--- src/u8sd_pkg.sv ---
// ----------------------------------------------------------------------------
// u8sd_pkg
// Types and constants shared by the UTF-8 stream decoder.
// ----------------------------------------------------------------------------
package u8sd_pkg;

   localparam int unsigned CP_WIDTH   = 21;
   localparam int unsigned BYTE_WIDTH = 8;

   // replacement character
   localparam logic [CP_WIDTH-1:0] REPL_CP = 21'h00FFFD;

   // sequence lengths
   localparam logic [2:0] LEN_NONE = 3'd0;
   localparam logic [2:0] LEN_TWO  = 3'd2;
   localparam logic [2:0] LEN_THREE = 3'd3;
   localparam logic [2:0] LEN_FOUR = 3'd4;

   // byte class masks and patterns
   localparam logic [7:0] CONT_MASK  = 8'hC0;
   localparam logic [7:0] CONT_CODE  = 8'h80;
   localparam logic [7:0] LEAD2_MASK = 8'hE0;
   localparam logic [7:0] LEAD2_CODE = 8'hC0;
   localparam logic [7:0] LEAD3_MASK = 8'hF0;
   localparam logic [7:0] LEAD3_CODE = 8'hE0;
   localparam logic [7:0] LEAD4_MASK = 8'hF8;
   localparam logic [7:0] LEAD4_CODE = 8'hF0;
   localparam logic [7:0] CONT_BITS  = 8'h3F;
   localparam logic [7:0] LEAD2_BITS = 8'h1F;
   localparam logic [7:0] LEAD3_BITS = 8'h0F;
   localparam logic [7:0] LEAD4_BITS = 8'h07;

   typedef struct packed {
      logic [BYTE_WIDTH-1:0] data_byte;
      logic                  end_of_text;
   } req_type;

   typedef struct packed {
      logic [CP_WIDTH-1:0] code_point;
      logic                malformed;
      logic                run_last;
   } rsp_type;

endpackage

--- src/utf8_stream_decoder_top.sv ---
// ----------------------------------------------------------------------------
// utf8_stream_decoder_top
// Lenient UTF-8 decoder: one byte in per item, zero to four code points out.
//
//   channel | ports                        | payload
//   --------+------------------------------+-------------------------------
//   request | req_valid, req_stall, req_data   | data_byte, end_of_text
//   result  | rsp_valid, rsp_stall, rsp_data   | code_point, malformed, run_last
//
// One byte is taken per cycle while no results are pending; its results are
// registered and shown from the next cycle on, one per cycle while rsp_stall
// is low. A byte with results holds the request side while the result
// register drains (the next byte is taken in the cycle the last result
// leaves). Bytes that only open or extend a sequence give nothing. Reset
// (synchronous) closes any open sequence and drops pending results.
// ----------------------------------------------------------------------------
module utf8_stream_decoder_top (
   input  logic               clock,
   input  logic               reset,
   input  logic               req_valid,
   output logic               req_stall,
   input  u8sd_pkg::req_type  req_data,
   output logic               rsp_valid,
   input  logic               rsp_stall,
   output u8sd_pkg::rsp_type  rsp_data
);

   // decoder state
   logic [2:0]                     needed_ff, needed_in;
   logic [1:0]                     held_ff, held_in;
   logic [u8sd_pkg::CP_WIDTH-1:0]  part_ff, part_in;

   // pending result bundle: leading replacements, main result, trailing ones
   logic [1:0]                     pre_ff, pre_in;
   logic                           prim_ff, prim_in;
   logic [u8sd_pkg::CP_WIDTH-1:0]  prim_cp_ff, prim_cp_in;
   logic                           prim_bad_ff, prim_bad_in;
   logic [1:0]                     post_ff, post_in;

   logic [2:0] left;
   logic       req_accept, rsp_accept;

   // decode signals
   logic [7:0]                    b;
   logic                          is_cont, seq_open, seq_done;
   logic [u8sd_pkg::CP_WIDTH-1:0] grown;
   logic [2:0]                    held_next;
   logic [2:0]                    need_a;
   logic [1:0]                    held_a;
   logic [1:0]                    pre_a;
   logic                          prim_a, prim_bad_a;
   logic [u8sd_pkg::CP_WIDTH-1:0] prim_cp_a, part_a;

   // results still to deliver
   assign left = {1'b0, pre_ff} + {2'b00, prim_ff} + {1'b0, post_ff};

   assign rsp_valid  = (left != 3'd0);
   assign rsp_accept = rsp_valid && !rsp_stall;
   assign req_stall  = rsp_valid && !(rsp_accept && (left == 3'd1));
   assign req_accept = req_valid && !req_stall;

   // result select: leading replacements, then main, then trailing
   always_comb begin
      rsp_data.run_last = (left == 3'd1);
      if (pre_ff != 2'd0) begin
         rsp_data.code_point = u8sd_pkg::REPL_CP;
         rsp_data.malformed  = 1'b1;
      end else if (prim_ff) begin
         rsp_data.code_point = prim_cp_ff;
         rsp_data.malformed  = prim_bad_ff;
      end else begin
         rsp_data.code_point = u8sd_pkg::REPL_CP;
         rsp_data.malformed  = 1'b1;
      end
   end

   // byte decode
   always_comb begin
      b         = req_data.data_byte;
      is_cont   = ((b & u8sd_pkg::CONT_MASK) == u8sd_pkg::CONT_CODE);
      seq_open  = (needed_ff != u8sd_pkg::LEN_NONE);
      grown     = {part_ff[u8sd_pkg::CP_WIDTH-7:0], b[5:0] & u8sd_pkg::CONT_BITS[5:0]};
      held_next = {1'b0, held_ff} + 3'd1;
      seq_done  = seq_open && is_cont;

      need_a     = needed_ff;
      held_a     = held_ff;
      part_a     = part_ff;
      pre_a      = 2'd0;
      prim_a     = 1'b0;
      prim_cp_a  = u8sd_pkg::REPL_CP;
      prim_bad_a = 1'b0;

      // continuation or break of an open sequence
      if (seq_open) begin
         if (is_cont) begin
            if (held_next >= needed_ff) begin
               prim_a    = 1'b1;
               prim_cp_a = grown;
               need_a    = u8sd_pkg::LEN_NONE;
               held_a    = 2'd0;
               part_a    = '0;
            end else begin
               held_a = held_next[1:0];
               part_a = grown;
            end
         end else begin
            pre_a  = held_ff;
            need_a = u8sd_pkg::LEN_NONE;
            held_a = 2'd0;
            part_a = '0;
         end
      end

      // fresh lead byte
      if (!seq_done) begin
         if (b[7] == 1'b0) begin
            prim_a    = 1'b1;
            prim_cp_a = {{(u8sd_pkg::CP_WIDTH-8){1'b0}}, b};
         end else if ((b & u8sd_pkg::LEAD2_MASK) == u8sd_pkg::LEAD2_CODE) begin
            need_a = u8sd_pkg::LEN_TWO;
            held_a = 2'd1;
            part_a = {{(u8sd_pkg::CP_WIDTH-8){1'b0}}, b & u8sd_pkg::LEAD2_BITS};
         end else if ((b & u8sd_pkg::LEAD3_MASK) == u8sd_pkg::LEAD3_CODE) begin
            need_a = u8sd_pkg::LEN_THREE;
            held_a = 2'd1;
            part_a = {{(u8sd_pkg::CP_WIDTH-8){1'b0}}, b & u8sd_pkg::LEAD3_BITS};
         end else if ((b & u8sd_pkg::LEAD4_MASK) == u8sd_pkg::LEAD4_CODE) begin
            need_a = u8sd_pkg::LEN_FOUR;
            held_a = 2'd1;
            part_a = {{(u8sd_pkg::CP_WIDTH-8){1'b0}}, b & u8sd_pkg::LEAD4_BITS};
         end else begin
            prim_a     = 1'b1;
            prim_cp_a  = u8sd_pkg::REPL_CP;
            prim_bad_a = 1'b1;
         end
      end

      // end of text flushes whatever is still open
      post_in = 2'd0;
      if (req_data.end_of_text && (need_a != u8sd_pkg::LEN_NONE)) begin
         post_in = held_a;
         need_a  = u8sd_pkg::LEN_NONE;
         held_a  = 2'd0;
         part_a  = '0;
      end
   end

   // next state: load on accept, else drain one result per accepted output
   always_comb begin
      needed_in   = needed_ff;
      held_in     = held_ff;
      part_in     = part_ff;
      pre_in      = pre_ff;
      prim_in     = prim_ff;
      prim_cp_in  = prim_cp_ff;
      prim_bad_in = prim_bad_ff;
      if (req_accept) begin
         needed_in   = need_a;
         held_in     = held_a;
         part_in     = part_a;
         pre_in      = pre_a;
         prim_in     = prim_a;
         prim_cp_in  = prim_cp_a;
         prim_bad_in = prim_bad_a;
      end else if (rsp_accept) begin
         if (pre_ff != 2'd0) begin
            pre_in = pre_ff - 2'd1;
         end else if (prim_ff) begin
            prim_in = 1'b0;
         end
      end
   end

   // trailing count kept apart: post_in from decode is loaded only on accept
   logic [1:0] post_next;
   always_comb begin
      post_next = post_ff;
      if (req_accept) begin
         post_next = post_in;
      end else if (rsp_accept && (pre_ff == 2'd0) && !prim_ff) begin
         post_next = post_ff - 2'd1;
      end
   end

   // control registers
   always_ff @(posedge clock) begin
      if (reset) begin
         needed_ff <= u8sd_pkg::LEN_NONE;
         held_ff   <= 2'd0;
         pre_ff    <= 2'd0;
         prim_ff   <= 1'b0;
         post_ff   <= 2'd0;
      end else begin
         needed_ff <= needed_in;
         held_ff   <= held_in;
         pre_ff    <= pre_in;
         prim_ff   <= prim_in;
         post_ff   <= post_next;
      end
   end

   // payload registers
   always_ff @(posedge clock) begin
      part_ff     <= part_in;
      prim_cp_ff  <= prim_cp_in;
      prim_bad_ff <= prim_bad_in;
   end

`ifndef SYNTHESIS
   // a new byte only enters as the last pending result leaves
   a_accept_on_last: assert property (@(posedge clock) disable iff (reset)
      (req_accept && rsp_valid) |-> (rsp_accept && rsp_data.run_last))
      else $error("byte accepted while results still pending");

   // an open sequence holds at least one byte and fewer than its length
   a_held_range: assert property (@(posedge clock) disable iff (reset)
      (needed_ff != u8sd_pkg::LEN_NONE) |->
         ((held_ff != 2'd0) && ({1'b0, held_ff} < needed_ff)))
      else $error("held count out of range for open sequence");

   // no held bytes without an open sequence
   a_idle_empty: assert property (@(posedge clock) disable iff (reset)
      (needed_ff == u8sd_pkg::LEN_NONE) |-> (held_ff == 2'd0))
      else $error("bytes held with no sequence open");

   // replacements always carry U+FFFD
   a_repl_value: assert property (@(posedge clock) disable iff (reset)
      (rsp_valid && rsp_data.malformed) |-> (rsp_data.code_point == u8sd_pkg::REPL_CP))
      else $error("malformed result without replacement value");

   // a run that is not finished carries on in the next cycle
   a_run_continues: assert property (@(posedge clock) disable iff (reset)
      (rsp_accept && !rsp_data.run_last) |=> rsp_valid)
      else $error("result run ended early");
`endif

endmodule

--- config.mk ---
export PLATFORM = sky130hd
export DESIGN_NAME = utf8_stream_decoder_top
export DESIGN_NICKNAME = d
export VERILOG_FILES = /design/src/u8sd_pkg.sv /design/src/utf8_stream_decoder_top.sv
export SDC_FILE = /design/constraint.sdc
export NUM_CORES = 1
export LEC_CHECK = 0
export ABC_CLOCK_PERIOD_IN_PS = 3800
export BUFFER_PORTS_ARGS = -buffer_cell sky130_fd_sc_hd__buf_2
export CORE_MARGIN = 5
export CORE_UTILIZATION = 50
export CTS_BUF_LIST = sky130_fd_sc_hd__clkbuf_8
export DETAILED_ROUTE_END_ITERATION = 10
export HOLD_SLACK_MARGIN = 0.03
export PLACE_DENSITY_LB_ADDON = 0.1
export RECOVER_POWER = 100
export SYNTH_ARGS = -nofsm -noshare
export SYNTH_HDL_FRONTEND = slang
export SYNTH_SLANG_ARGS = --single-unit
export TNS_END_PERCENT = 5
--- constraint.sdc ---
create_clock -name clock -period 3.8 [get_ports clock]
set_input_delay 0.19 -clock clock [delete_from_list [all_inputs] [get_ports clock]]
set_output_delay 0.19 -clock clock [all_outputs]
set_load 0.02 [all_outputs]
==> flow_metrics.py <==
metrics = {
    "clocking": {
        "htreeDepth": 2,
        "clock-sinks": 47,
        "ctsHoldBuffers": 0,
        "cts_tree": "yes",
        "root_buffer": "clkbuf_8",
        "insertion_delay_ns": 0.30,
        "postCtsSetupRepairBufs": 0,
        "clock_path_buffers": 2,
        "cts_buffers": 5,
        "cts.clk_slew.worst_paths_ns": 0.09,
        "cts_resized": 0,
    },
    "cells_and_area": {
        "syn2layout_area_growth_pct": 12.25,
        "drive_gt1_share_pct": 16.27,
        "finalNetCount": 271,
        "antennaDiodeCount": 0,
        "final_cell_count_no_fill": 306,
        "final.fill_count": 405,
        "final_area_um2": 2695,
    },
    "floorplan": {
        "initial_core_util_pct": 51.17,
        "core-area_um2": 4692,
        "die_area_um2": 6288,
        "fp.dieH_um": 79.30,
        "rows": 25,
        "die_w_um": 79.30,
        "num_io_pins": 38,
    },
    "detailed_routing": {
        "vias": 1707,
        "drtIter0Drc": 99,
        "viasPerCell": 5.578,
        "route.detailed.drc": 0,
        "routed_wl_mm": 4.839,
        "wl_per_cell_um": 15.81,
        "first_pass_iters": 4,
        "postRouteAntennaNets": 0,
    },
    "sta": {
        "worstMarginPinSlew_ns": 0.8758,
        "relSlewSlack_pct": 41.62,
        "rsz0062_at_grt": "false",
        "report.final.slew_viol_count": 0,
        "setup_tns_ns": 0,
        "finalCritPeriodShare_pct": 81.24,
        "hold_viol_final": 0,
        "fin_crit_ns": 3.087,
        "fin_skew_ns": 0.007257,
        "fmax_mhz": 323.9,
        "whs_ns": 0.1743,
        "setup_viol": 0,
    },
    "placement": {
        "dpl-instance-area_um2": 2640,
        "place_congestion": 0.8146,
        "placed_cells": 298,
        "numPortBuffers": 37,
        "dp_hpwl_mm": 3.474,
    },
    "yosys": {
        "ys_ff_latch": 47,
        "synth_largest_area_cell": "edfxtp_1",
        "yosysWarningCount": 0,
        "syn_nets": 233,
        "ys_top_cells_by_area": "edfxtp_1 (46%), dfxtp_1 (8.3%), or2_2 (4.2%)",
        "synth_edf_count": 37,
        "syn_inst": 213,
        "synth_ff_type": "edfxtp_1",
        "synthArstFlopShare_pct": 0,
        "yosys.area.top_type_share_pct": 46.27,
        "syn_area_um2": 2401,
        "yosysUniqueCellTypes": 47,
        "avgSynthCellArea_um2": 11.27,
        "yosysSeqAreaShare_pct": 54.61,
    },
    "grt": {
        "grt_pass1_wl_mm": 7.769,
        "antenna_found_initial": 0,
        "grt_max_degree": 38,
        "track_usage_pct": 15.86,
        "grt_pass1_vias": 1609,
        "overflow": 0,
    },
    "power": {
        "p_leak_nw": 0.9800,
        "ir_drop_v": 0.0002947,
        "power_density_nw_per_um2": 524.5,
        "p_total_w": 0.001414,
    },
    "hold_path": {
        "hold_depth": 2,
        "hold_end": "prim_cp_ff[0]",
        "min-delay-start": "req_data[1]",
        "hp-class": "input pin to flop",
    },
    "critical_path": {
        "crit_path_start_kind": "flop",
        "path_class": "flop to flop",
        "rrSetupSlack_ns": 0.71,
        "cp.required_ns": 3.67,
        "cp_max_fo": 37,
        "critPathArrivalTime_ns": 2.96,
        "cp-end-kind": "flop",
        "reg2regPathDepth": 7,
        "reg2reg_from": "prim_ff",
        "reg2reg_to": "prim_cp_ff[9]",
    },
    "flow_run": {
        "maxCapViolCount": 0,
    },
    "run_status": {
        "status": "complete, no violations",
    },
}
[cell type report]
| cell class | count | area, um2 | area share, % |
|---|---|---|---|
| clock buffers | 5 | 68.82 | 2.553 |
| well taps | 54 | 67.56 | 2.507 |
| repair buffers | 40 | 166.4 | 6.175 |
| multi-input cells | 147 | 997.2 | 37.00 |
| clock inverters | 3 | 46.29 | 1.718 |
| inverters | 10 | 37.54 | 1.393 |
| flip-flops and latches | 47 | 1311 | 48.65 |
[worst max path at each step]
stage               endpoint  cells after the start       start
4_1_cts           part_ff[0]                      7  held_ff[0]
2_1_floorplan     held_ff[0]                      8     prim_ff
3_5_place_dp      part_ff[0]                      7  held_ff[0]
3_3_place_gp      part_ff[0]                      7  held_ff[0]
5_1_grt           part_ff[3]                      7     prim_ff
6_report       prim_cp_ff[9]                      7     prim_ff
[cells in the final DEF (no fill, tap or decap), types with 2 or more instances in the layout]
master     instances
or3_1              3
a32oi_1            2
a22o_1             3
xnor2_1            2
nor3b_1            3
nand2b_1           9
edfxtp_1          37
a22oi_1           11
dfxtp_1           10
nor2b_1            3
o21ai_0            3
a21o_1             2
o2bb2ai_1          2
nand4_1            2
and2_1             2
ha_1               5
or2_2             16
o31ai_1            3
o21a_1            10
buf_2             12
nand2_1           11
o211ai_1           2
clkbuf_1          27
a21oi_1            5
nor2_1            15
inv_1             10
clkbuf_8           5
fa_1               2
and3_1            12
[worst max-delay path, stage by stage (launching register included)]
cell and delay [ns]:
dfxtp_1 0.40, fa_1 0.41, inv_1 0.08, fa_1 0.45
nand4_1 0.09, clkbuf_1 0.47, inv_1 0.19, clkbuf_2 0.55
[through the flow]
| stage | setup WS, ns | utilization [%] |
|---|---|---|
| 6_report | 0.7128 | 57.44 |
| 5_1_grt | 0.5138 | 57.44 |
| 4_1_cts | 0.9493 | 58.72 |
| 3_5_place_dp | 0.9585 | 56.27 |
| 3_3_place_gp | 1.049 | 56.27 |
| 2_1_floorplan | 0.9057 | - |
[synthesized netlist by cell type, types with 2 or more instances]
library cell  number
nor3b_1            3
dfxtp_1           10
nor2b_1            3
clkbuf_1           8
or3_1              3
xnor2_1            2
nor3_1             2
inv_1             10
a21o_1             2
a32oi_1            2
o21ai_0            3
nand2b_1           9
a22oi_1           11
a21oi_1            5
o211ai_1           2
o31ai_1            3
fa_1               2
nand4_1            2
and2_1             2
ha_1               5
o21a_1            10
a22o_1             3
nand2_1           11
edfxtp_1          37
or2_2             16
nor2_1            15
and3_1            12
[metal layers]
| metal | up-vias | global-route usage, % | part of all wire, % |
|---|---|---|---|
| met5 | - | 0 | 0 |
| met4 | 0 | 5.155 | 1.4 |
| met3 | 8 | 3.515 | 5.6 |
| met2 | 46 | 23.15 | 42 |
| met1 | 793 | 23.32 | 51 |
| li1 | 860 | - | - |
[kinds of logic (layout without fill, tap and decap cells)]
family,count (synthesis),after routing,synth area share (%)
flip-flops,47,47,54.61
AO/OA/AOI/OAI,52,52,16.73
XOR/XNOR,3,3,1.095
adder cells (fa/ha/maj),7,7,4.273
AND/OR/NAND/NOR,85,85,20.01
buffers and inverters,19,58,3.283
[sequential cells by signal (all words and copies together) (netlist names)]
signal	cells
held_ff	2
prim_bad_ff	1
needed_ff	3
prim_ff	1
prim_cp_ff	21
part_ff	15
post_ff	2
pre_ff	2
[power by group]
group	internal (W)	switching, W	leakage (nW)
combinational	0.000109	0.000214	0.489
clock	0.000198	0.000173	0.0548
sequential	0.000674	0.0000460	0.436
Note: power is estimated with default switching activity, not from simulation.
